--- config.mk ---
export PLATFORM = sky130hd
export DESIGN_NAME = small_set_algebra_engine
export DESIGN_NICKNAME = d
export VERILOG_FILES = /design/src/sv/ssae_pkg.sv /design/src/sv/small_set_algebra_engine.sv /design/src/sv/ssae_cell.sv /design/src/sv/ssae_row.sv
export VERILOG_INCLUDE_DIRS = /design/src /design/src/sv
export SDC_FILE = /design/constraint.sdc
export NUM_CORES = 2
export LEC_CHECK = 0
export BUFFER_PORTS_ARGS = -buffer_cell sky130_fd_sc_hd__buf_4
export CAP_MARGIN = 20
export CELL_PAD_IN_SITES_DETAIL_PLACEMENT = 1
export CELL_PAD_IN_SITES_GLOBAL_PLACEMENT = 2
export CORE_ASPECT_RATIO = 1.5
export CORE_MARGIN = 3
export CORE_UTILIZATION = 47
export CTS_CLUSTER_DIAMETER = 80
export DETAILED_ROUTE_END_ITERATION = 16
export MAX_ROUTING_LAYER = met4
export PLACE_DENSITY_LB_ADDON = 0.08
export SYNTH_ARGS = -nofsm -noshare
export SYNTH_HDL_FRONTEND = slang
export SYNTH_HIERARCHICAL = 1
export SYNTH_SLANG_ARGS = --single-unit
export TNS_END_PERCENT = 50
--- constraint.sdc ---
create_clock -name clk -period 3.4 [get_ports clk]
set_input_delay 0.85 -clock clk [delete_from_list [all_inputs] [get_ports clk]]
set_output_delay 0.85 -clock clk [all_outputs]
set_load 0.05 [all_outputs]
--- src/sv/small_set_algebra_engine_assert.svh ---
// ----------------------------------------------------------------------------
// Assertion macros for the small set algebra engine
// Both macros sample on clk and are switched off while arst_n is low.
// ----------------------------------------------------------------------------
`ifndef SMALL_SET_ALGEBRA_ENGINE_ASSERT_SVH
`define SMALL_SET_ALGEBRA_ENGINE_ASSERT_SVH

// The consequent must hold in the same cycle as the antecedent.
`define SSAE_ASSERT_IMP(name, ante, cons, msg) \
	name: assert property (@(posedge clk) disable iff (!arst_n) (ante) |-> (cons)) \
		else $error(msg);

// The consequent must hold in the cycle after the antecedent.
`define SSAE_ASSERT_NXT(name, ante, cons, msg) \
	name: assert property (@(posedge clk) disable iff (!arst_n) (ante) |=> (cons)) \
		else $error(msg);

`endif

--- src/sv/ssae_pkg.sv ---
// ----------------------------------------------------------------------------
// ssae_pkg
// Shared constants, codes and types of the small set algebra engine.
// ----------------------------------------------------------------------------
`timescale 1ns / 1ps

package ssae_pkg;

	localparam int CAPACITY = 32;
	localparam int CNT_W    = $clog2(CAPACITY + 1);
	localparam int ELEM_W   = 8;

	localparam logic [2:0] ACT_INSERT = 3'd0;
	localparam logic [2:0] ACT_LIST   = 3'd1;
	localparam logic [2:0] ACT_UNION  = 3'd2;
	localparam logic [2:0] ACT_INTER  = 3'd3;
	localparam logic [2:0] ACT_AMB    = 3'd4;
	localparam logic [2:0] ACT_BMA    = 3'd5;

	localparam logic [1:0] STAT_ADDED = 2'd0;
	localparam logic [1:0] STAT_DUP   = 2'd1;
	localparam logic [1:0] STAT_FULL  = 2'd2;
	localparam logic [1:0] STAT_QUERY = 2'd3;

	typedef enum logic [1:0] {
		MODE_ALL,
		MODE_IN,
		MODE_NOTIN
	} mode_t;

	typedef enum logic [2:0] {
		ST_IDLE,
		ST_INS_CHK,
		ST_INS_ACT,
		ST_Q_CMP,
		ST_Q_DEC,
		ST_Q_END
	} state_t;

	// Control of one row of cells for one set.
	typedef struct packed {
		logic              rotate;
		logic              load;
		logic [ELEM_W-1:0] load_val;
		logic [ELEM_W-1:0] key;
	} row_ctrl_t;

endpackage

--- src/sv/small_set_algebra_engine.sv ---
// ----------------------------------------------------------------------------
// small_set_algebra_engine
// Two byte sets kept in rings of cells, with insert and streaming queries
// for list, union, intersection and both differences.
// ----------------------------------------------------------------------------
// Channel | Direction | Handshake           | Payload
// in      | sink      | in_valid/in_ready   | action, set_select, element
// out     | source    | out_valid/out_ready | member, has_member, status, last
//
// An insert passes through accept, compare and decide; its status beat is
// registered in the decide step, which waits for a free output.
// A query visits each source element with a compare step, then a decide step
// on the registered match of the other ring; each pass end and the closing
// beat take a step of their own, and a union makes a pass over each set.
// Reset clears the counts and the control; the cells hold no reset value.
// A beat that meets a stalled output halts the engine; one input at a time.
// ----------------------------------------------------------------------------
`timescale 1ns / 1ps

module small_set_algebra_engine (
	input  logic                        clk,
	input  logic                        arst_n,
	input  logic                        in_valid,
	output logic                        in_ready,
	input  logic [2:0]                  action,
	input  logic                        set_select,
	input  logic [ssae_pkg::ELEM_W-1:0] element,
	output logic                        out_valid,
	input  logic                        out_ready,
	output logic [ssae_pkg::ELEM_W-1:0] member,
	output logic                        has_member,
	output logic [1:0]                  status,
	output logic                        last
);
	import ssae_pkg::*;

	state_t            state_q, state_d;
	logic [CNT_W-1:0]  count_a_q, count_b_q;
	logic [CNT_W-1:0]  idx_q, idx_d;
	logic              src_q, src_d;
	mode_t             mode_q, mode_d;
	logic              union_q, union_d;
	logic              pend_valid_q, pend_valid_d;
	logic [ELEM_W-1:0] pend_val_q, pend_val_d;
	logic [ELEM_W-1:0] elem_q;
	logic              sel_q;

	logic              out_valid_q;
	logic [ELEM_W-1:0] member_q;
	logic              has_q;
	logic [1:0]        status_q;
	logic              last_q;

	logic              out_free;
	logic              out_load;
	logic [ELEM_W-1:0] out_member_d;
	logic              out_has_d;
	logic [1:0]        out_status_d;
	logic              out_last_d;
	logic              ins_load;
	logic              rot;

	logic [ELEM_W-1:0] head_a, head_b;
	logic              hit_a, hit_b;
	row_ctrl_t         ctrl_a, ctrl_b;
	logic [CNT_W-1:0]  src_count;
	logic              hit_other;
	logic              hit_sel;
	logic [CNT_W-1:0]  count_sel;
	logic              take;
	logic              ins_key;

	assign out_free  = !out_valid_q || out_ready;
	assign src_count = src_q ? count_b_q : count_a_q;
	assign hit_other = src_q ? hit_a : hit_b;
	assign hit_sel   = sel_q ? hit_b : hit_a;
	assign count_sel = sel_q ? count_b_q : count_a_q;
	assign take      = (mode_q == MODE_ALL) || ((mode_q == MODE_IN) && hit_other)
	                   || ((mode_q == MODE_NOTIN) && !hit_other);

	// The key stays on the new byte while its status beat waits, so that the
	// registered match is still valid when the output frees up.
	assign ins_key   = (state_q == ST_INS_CHK) || (state_q == ST_INS_ACT);

	always_comb begin
		ctrl_a.rotate   = rot && !src_q;
		ctrl_a.load     = ins_load && !sel_q;
		ctrl_a.load_val = elem_q;
		ctrl_a.key      = ins_key ? elem_q : head_b;
		ctrl_b.rotate   = rot && src_q;
		ctrl_b.load     = ins_load && sel_q;
		ctrl_b.load_val = elem_q;
		ctrl_b.key      = ins_key ? elem_q : head_a;
	end

	ssae_row u_row_a (
		.clk   (clk),
		.count (count_a_q),
		.ctrl  (ctrl_a),
		.head  (head_a),
		.hit   (hit_a)
	);

	ssae_row u_row_b (
		.clk   (clk),
		.count (count_b_q),
		.ctrl  (ctrl_b),
		.head  (head_b),
		.hit   (hit_b)
	);

	always_comb begin
		state_d      = state_q;
		idx_d        = idx_q;
		src_d        = src_q;
		mode_d       = mode_q;
		union_d      = union_q;
		pend_valid_d = pend_valid_q;
		pend_val_d   = pend_val_q;
		in_ready     = 1'b0;
		out_load     = 1'b0;
		out_member_d = '0;
		out_has_d    = 1'b0;
		out_status_d = STAT_QUERY;
		out_last_d   = 1'b1;
		ins_load     = 1'b0;
		rot          = 1'b0;
		unique case (state_q)
			ST_IDLE: begin
				in_ready     = 1'b1;
				idx_d        = '0;
				union_d      = 1'b0;
				pend_valid_d = 1'b0;
				if (in_valid) begin
					state_d = ST_Q_CMP;
					unique case (action)
						ACT_INSERT: begin
							state_d = ST_INS_CHK;
						end
						ACT_LIST: begin
							src_d  = set_select;
							mode_d = MODE_ALL;
						end
						ACT_UNION: begin
							src_d   = 1'b0;
							mode_d  = MODE_ALL;
							union_d = 1'b1;
						end
						ACT_INTER: begin
							src_d  = 1'b1;
							mode_d = MODE_IN;
						end
						ACT_AMB: begin
							src_d  = 1'b0;
							mode_d = MODE_NOTIN;
						end
						ACT_BMA: begin
							src_d  = 1'b1;
							mode_d = MODE_NOTIN;
						end
						default: begin
							state_d = ST_IDLE;
						end
					endcase
				end
			end
			ST_INS_CHK: begin
				state_d = ST_INS_ACT;
			end
			ST_INS_ACT: begin
				if (out_free) begin
					out_load = 1'b1;
					if (hit_sel) begin
						out_status_d = STAT_DUP;
					end else if (count_sel == CNT_W'(CAPACITY)) begin
						out_status_d = STAT_FULL;
					end else begin
						out_status_d = STAT_ADDED;
						ins_load     = 1'b1;
					end
					state_d = ST_IDLE;
				end
			end
			ST_Q_CMP: begin
				if (idx_q == src_count) begin
					if (union_q) begin
						src_d   = 1'b1;
						mode_d  = MODE_NOTIN;
						union_d = 1'b0;
						idx_d   = '0;
					end else begin
						state_d = ST_Q_END;
					end
				end else begin
					state_d = ST_Q_DEC;
				end
			end
			ST_Q_DEC: begin
				// A taken element is held back until the next one is taken, so that the
				// final beat of the answer can be marked last.
				if (!(take && pend_valid_q && !out_free)) begin
					if (take) begin
						if (pend_valid_q) begin
							out_load     = 1'b1;
							out_member_d = pend_val_q;
							out_has_d    = 1'b1;
							out_last_d   = 1'b0;
						end
						pend_valid_d = 1'b1;
						pend_val_d   = src_q ? head_b : head_a;
					end
					rot     = 1'b1;
					idx_d   = idx_q + CNT_W'(1);
					state_d = ST_Q_CMP;
				end
			end
			ST_Q_END: begin
				if (out_free) begin
					out_load     = 1'b1;
					out_member_d = pend_valid_q ? pend_val_q : '0;
					out_has_d    = pend_valid_q;
					state_d      = ST_IDLE;
				end
			end
			default: begin
				state_d = ST_IDLE;
			end
		endcase
	end

	always_ff @(posedge clk or negedge arst_n) begin
		if (!arst_n) begin
			state_q      <= ST_IDLE;
			count_a_q    <= '0;
			count_b_q    <= '0;
			idx_q        <= '0;
			src_q        <= 1'b0;
			mode_q       <= MODE_ALL;
			union_q      <= 1'b0;
			pend_valid_q <= 1'b0;
			out_valid_q  <= 1'b0;
		end else begin
			state_q      <= state_d;
			idx_q        <= idx_d;
			src_q        <= src_d;
			mode_q       <= mode_d;
			union_q      <= union_d;
			pend_valid_q <= pend_valid_d;
			if (ins_load && !sel_q) begin
				count_a_q <= count_a_q + CNT_W'(1);
			end
			if (ins_load && sel_q) begin
				count_b_q <= count_b_q + CNT_W'(1);
			end
			if (out_load) begin
				out_valid_q <= 1'b1;
			end else if (out_ready) begin
				out_valid_q <= 1'b0;
			end
		end
	end

	always_ff @(posedge clk) begin
		pend_val_q <= pend_val_d;
		if (in_valid && in_ready) begin
			elem_q <= element;
			sel_q  <= set_select;
		end
		if (out_load) begin
			member_q <= out_member_d;
			has_q    <= out_has_d;
			status_q <= out_status_d;
			last_q   <= out_last_d;
		end
	end

	assign out_valid  = out_valid_q;
	assign member     = member_q;
	assign has_member = has_q;
	assign status     = status_q;
	assign last       = last_q;

`include "small_set_algebra_engine_assert.svh"

	`SSAE_ASSERT_IMP(a_count_a_cap, 1'b1, count_a_q <= CNT_W'(CAPACITY), "count of set A beyond capacity")
	`SSAE_ASSERT_IMP(a_count_b_cap, 1'b1, count_b_q <= CNT_W'(CAPACITY), "count of set B beyond capacity")
	`SSAE_ASSERT_IMP(a_idx_range, state_q == ST_Q_DEC, idx_q < src_count, "query step past the end of the set")
	`SSAE_ASSERT_IMP(a_end_no_union, state_q == ST_Q_END, !union_q, "query ended before the second union pass")
	`SSAE_ASSERT_NXT(a_ins_grow, ins_load, count_sel == $past(count_sel) + CNT_W'(1), "append did not grow the set")

endmodule

--- src/sv/ssae_cell.sv ---
// ----------------------------------------------------------------------------
// ssae_cell
// One storage cell: holds one element, takes its neighbour's value on a
// rotate, loads a new element on an append, and compares with a key.
// ----------------------------------------------------------------------------
`timescale 1ns / 1ps

module ssae_cell (
	input  logic                       clk,
	input  logic                       shift,
	input  logic [ssae_pkg::ELEM_W-1:0] shift_in,
	input  logic                       load,
	input  logic [ssae_pkg::ELEM_W-1:0] load_val,
	input  logic [ssae_pkg::ELEM_W-1:0] key,
	output logic [ssae_pkg::ELEM_W-1:0] value,
	output logic                       match
);
	import ssae_pkg::*;

	logic [ELEM_W-1:0] value_q;

	always_ff @(posedge clk) begin
		if (load) begin
			value_q <= load_val;
		end else if (shift) begin
			value_q <= shift_in;
		end
	end

	assign value = value_q;
	assign match = (value_q == key);

endmodule

--- src/sv/ssae_row.sv ---
// ----------------------------------------------------------------------------
// ssae_row
// A ring of cells holding one set in insertion order. Cell 0 is the head.
// A rotate moves every occupied cell one place towards the head, the head
// wrapping round to the last occupied cell, so a full turn restores order.
// ----------------------------------------------------------------------------
`timescale 1ns / 1ps

module ssae_row (
	input  logic                        clk,
	input  logic [ssae_pkg::CNT_W-1:0]  count,
	input  ssae_pkg::row_ctrl_t         ctrl,
	output logic [ssae_pkg::ELEM_W-1:0] head,
	output logic                        hit
);
	import ssae_pkg::*;

	logic [ELEM_W-1:0]   value [CAPACITY];
	logic [CAPACITY-1:0] match;
	logic [CAPACITY-1:0] occupied;
	logic [CAPACITY-1:0] hit_vec_s1;

	for (genvar i = 0; i < CAPACITY; i++) begin : g_cell
		localparam int NXT = (i + 1) % CAPACITY;
		logic [ELEM_W-1:0] shift_in;

		assign occupied[i] = (CNT_W'(i) < count);
		assign shift_in    = (CNT_W'(i + 1) == count) ? value[0] : value[NXT];

		ssae_cell u_cell (
			.clk      (clk),
			.shift    (ctrl.rotate && occupied[i]),
			.shift_in (shift_in),
			.load     (ctrl.load && (CNT_W'(i) == count)),
			.load_val (ctrl.load_val),
			.key      (ctrl.key),
			.value    (value[i]),
			.match    (match[i])
		);
	end

	// Match bits are registered before the reduction, so hit reflects the key
	// of the previous cycle.
	always_ff @(posedge clk) begin
		hit_vec_s1 <= match & occupied;
	end

	assign hit  = |hit_vec_s1;
	assign head = value[0];

endmodule
### Word level (Yosys, flattened, before mapping)

Cells that the tools add are included.

| storage, ports and cells | value |
|---|---|
| register bits after elaboration | 632 |
| output and inout port bits | 14 |
| bits of input ports | 16 |
| logic and storage cells | 796 |

| operators by class | value |
|---|---|
| $add $sub $neg | 3 |
| reductions and logical operators | 239 |
| bitwise gates (word level) | 7 |
| $lt $le $gt $ge | 64 |
| equality and inequality tests | 151 |
| mux-type cells | 249 |

Operators with widths:

| cell | count |
|---|---|
| two-way mux 8 bit | 197 |
| == test 8 bit | 64 |
| == test 5 x 6 -> 1 bit, first input constant | 32 |
| < comparator 5 x 6 -> 1 bit, first input constant | 32 |
| logical AND 1 bit | 137 |
| nonzero test 2 bit | 67 |
| == test 4 x 6 -> 1 bit, first input constant | 16 |
| < comparator 4 x 6 -> 1 bit, first input constant | 16 |
| bitwise AND 32 bit | 2 |
| OR reduction 32 bit | 2 |
| == test 3 x 6 -> 1 bit, first input constant | 8 |
| < comparator 3 x 6 -> 1 bit, first input constant | 8 |
| two-way mux 6 bit | 5 |
| two-way mux 1 bit | 25 |
| == test 2 x 6 -> 1 bit, first input constant | 4 |
| < comparator 1 x 6 -> 1 bit, first input constant | 4 |
| < comparator 2 x 6 -> 1 bit, first input constant | 4 |
| adder 6 x 1 -> 6 bit, second input constant | 3 |
| case mux 6 bit (3 select lines) | 1 |
| case mux 8 bit (2 select lines) | 1 |
| two-way mux 3 bit | 5 |
| case mux 3 bit (5 select lines) | 1 |
| inequality test 2 bit, second input constant | 7 |
| == test 1 x 6 -> 1 bit, first input constant | 2 |
| 29 further kinds | 70 |

### Depth between registers and ports, before layout

| logic depth | value |
|---|---|
| depth in word-level cells | 13 |
| gate-level depth with buffers | 11 |
| depth with buffers taken out | 11 |

### Hierarchy

The synthesis kept the hierarchy.

Modules (own cells, without submodules):

| module | times used | sequential area each (sq um) | area each (sq um) | cells an instance |
|---|---|---|---|---|
| ssae_cell | 64 | 240.2 | 464.2 | 29 |
| ssae_row (u_row_b) | 1 | 640.6 | 4922.2 | 524 |
| ssae_row (u_row_a) | 1 | 640.6 | 4855.9 | 528 |
| small_set_algebra_engine | 1 | 1546.5 | 2994.1 | 248 |

### Least setup slack after synthesis

No wires, ideal clock.

| timing | value |
|---|---|
| kind | in2reg |
| start point | input out_ready |
| end point | register u_row_b.g_cell[7].u_cell.value_q[0] (enable) |
| data arrival time | 2959 ps |
| slack | 111 ps |
| path buffers | 3 |
| stages on the path | 9 |
| data required time | 3070 ps |
| library setup time | 330 ps |
| path through | nor2b_1 buf_6 or3_4 nor4b_4 inv_1 clkbuf_1 nor4_1 buf_6 or2_1 |

RTL lines:

| element | line | text |
|---|---|---|
| start, declared | small_set_algebra_engine.sv:29 | `input logic out_ready,` |
| end signal, assigned | ssae_cell.sv:24 | `value_q <= load_val;` |
| end signal, assigned | ssae_cell.sv:26 | `value_q <= shift_in;` |
| end, declared | ssae_cell.sv:20 | `logic [ELEM_W-1:0] value_q;` |

==> impl_metrics.yaml <==
run:
  maxCapViolCount: 0
timing:
  fin_skew_ns: 0.0230
  clock.fmax_mhz: 298
  period_share: 0.985
  rsz0062_at_grt: "no"
  hold_violations: 0
  max_slew_margin: 0.271
  post-route-min-period_ns: 3.35
  tns_ns: 0
  drv_slew: 0
  timing.hold.ws_ns: 0.139
  setup_viol: 0
  worstMarginPinSlew_ns: 1.09
worst_setup_path:
  worst_setup_path_end_kind: "flip-flop"
  timing.rr.end: "u_row_a/g_cell[15].u_cell/value[1]"
  critPathArrivalTime_ns: 3.70
  r2r_slack_ns: 0.05
  startpoint_type: "flip-flop"
  reg2reg_from: "u_row_a/hit_vec_s1[16]"
  required_ns: 3.75
  critPathKind: "reg2reg"
  worstPathMaxFanout: 16
  r2r_cells: 10
route:
  first_pass_iters: 9
  ant_nets: 0
  drcViolationCount: 0
  wl_per_cell_um: 30.8
  routed_wirelength_um: 139000
  first_iter_violations: 1437
  vias_per_cell: 5.99
  routed-via-count: 27000
finish:
  final_common_cell: "edfxtp_1"
  antenna_cells: 0
  drive_gt1_frac: 0.441
  layout_common_cells: "541 x edfxtp_1, 526 x xnor2_1, 518 x mux2_2"
  nNetsFinal: 3322
  area_growth_pct: 11.9
placed_design:
  place_congestion: 0.869
  hpwl_um: 90900
  placement.io_buffers: 29
global_routing:
  track_usage: 0.299
  antenna_found_initial: 0
  grt_max_degree: 48
  grt_overflow: 0
  grt_pass1_wl_um: 202000
  grt_pass1_vias: 30200
die:
  io_pins: 30
  floorplan.die_area_um2: 94100
  die_w_um: 251
  core-area_um2: 89400
  rows: 134
  start_util: 0.475
  dieHeight_um: 374
synth:
  ys_types: 77
  yosys.area.top_type: "edfxtp_1"
  synth_area_per_cell_um2: 13.5
  synthTopCellsByArea: "edfxtp_1 38%, mux2_4 18%, mux2_2 14%"
  synthesis.nets: 3175
  syn_inst: 3156
  ys_seq_elements: 632
  ys_async_sr_fraction: 0.0427
  yosysSeqAreaShare: 0.428
  synthesis.area_um2: 42500
  yosysWarnings: 6
  synth_enable_flop_cells: 541
  synthFlopType: "edfxtp_1"
  yosys.area.top_type_share: 0.382
cts:
  cts_tree: "done"
  cts.htree.levels: 3
  clock_path_buffers: 3
  cts_root_buffer: "clkbuf_16"
  clock_sinks: 632
  cts_made_buffers: 69
  clock_latency_ns: 0.64
  clk_pin_slew_ns: 0.07
  cts-hold-fix-buffers: 0
  post_cts_buffers: 0
power:
  power_leakage_nw: 16.8
  pwr_density_cell_nw_per_um2: 712
  irDropWorstVdd_mv: 0.429
min_path:
  worstHoldPathType: "in2async"
status:
  status: "completed"
## final cells by class
| class | count | area [um2] |
|---|---|---|
| clock buffer | 88 | 1890 |
| tap | 1156 | 1450 |
| fill | 8753 | 41800 |
| inverter | 16 | 62.6 |
| sequential | 632 | 18200 |
| clock inverter | 37 | 420 |
| multi-input combinational | 2323 | 23100 |
| timing repair buffer | 261 | 2410 |
## stage by stage
step | worst slack, ns | area (um2) | cells | utilization | power [mW]
after floorplan | 0.111 | 42500 | 3156 | - | 19.9
after global placement | -0.165 | 45100 | 4387 | 0.504 | 25.5
after detailed placement | -0.211 | 45100 | 4387 | 0.504 | 25.9
after CTS | 0.00517 | 47400 | 4512 | 0.531 | 34.0
after global routing | 0.000267 | 47500 | 4513 | 0.532 | 35.2
final | 0.0499 | 47500 | 4513 | 0.532 | 33.9
## synthesized netlist by cell type (27+ instances only)
library cell  instances
clkbuf_1             69
edfxtp_1            541
or2_1                64
nor2_1              147
mux2_4              514
dfxtp_1              64
mux2_2              518
nor2b_1              32
and2_1               53
nand4_1             146
xnor2_1             526
dfrtp_1              27
buf_6                70
nand2_1              55
buf_2                35
## report_power, final
group | internal [mW] | leakage [nW] | total [mW] | switching, mW
clock | 4.69 | 1.13 | 7.94 | 3.25
combinational | 6.54 | 9.90 | 16.4 | 9.83
sequential | 9.09 | 5.73 | 9.55 | 0.464
total | 20.3 | 16.8 | 33.9 | 13.5
## state kept, by name, indices dropped and copies added (netlist names)
name	count
u_row_a/g_cell.u_cell/value	256
u_row_b/g_cell.u_cell/value	256
u_row_a/hit_vec_s1	32
u_row_b/hit_vec_s1	32
elem_q	8
member	8
pend_val_q	8
count_a_q	6
count_b_q	6
idx_q	6
state_q	3
mode_q	2
status	2
has_member	1
last	1
out_valid	1
pend_valid_q	1
sel_q	1
src_q	1
union_q	1
## cell families after synthesis
group | synth area share
muxes | 0.322
and+or+nand+nor | 0.0917
DFF | 0.428
xor gates and xnor gates | 0.109
buffers and inverters | 0.0320
AOI/OAI and AO/OA | 0.0155
adders and majority gates | 0.000884
## metal layers
layer  wire [um]  track usage
met5           0            -
met4        6230        0.129
met3        4060       0.0287
met2       79000        0.589
met1       49700        0.293
## how the worst max path moves through the flow
stage | from | end | slack [ns] | cells after the start
finish | u_row_a/hit_vec_s1[16] | u_row_a/g_cell[15].u_cell/value[1] | 0.05 | 10
global route | u_row_a/hit_vec_s1[24] | u_row_a/g_cell[15].u_cell/value[1] | 0.0003 | 10
CTS | u_row_b/hit_vec_s1[25] | u_row_a/g_cell[29].u_cell/value[7] | 0.005 | 14
detailed placement | u_row_a/hit_vec_s1[16] | u_row_a/g_cell[15].u_cell/value[6] | -0.21 | 10
global placement | u_row_a/hit_vec_s1[16] | u_row_a/g_cell[15].u_cell/value[6] | -0.16 | 10
floorplan | out_ready | u_row_b/g_cell[7].u_cell/value[0] | 0.11 | 9
## what timing repair did
action                     in CTS  in global routing
setup endpoints to repair     503                487
gates resized for setup        11                 30
pin swaps                       0                  3
cloned                          0                  1
## worst max-delay path, cell delays in order, from the launching register on
cell	delay, ns
dfxtp_1	0.30
nor4_2	0.46
nand4_1	0.24
or2_2	0.39
nor2_1	0.16
nor4b_4	0.30
inv_4	0.22
nor4_4	0.40
buf_4	0.26
or2_1	0.18
buf_12	0.13
No activity file was read; power rests on OpenSTA's default activity.
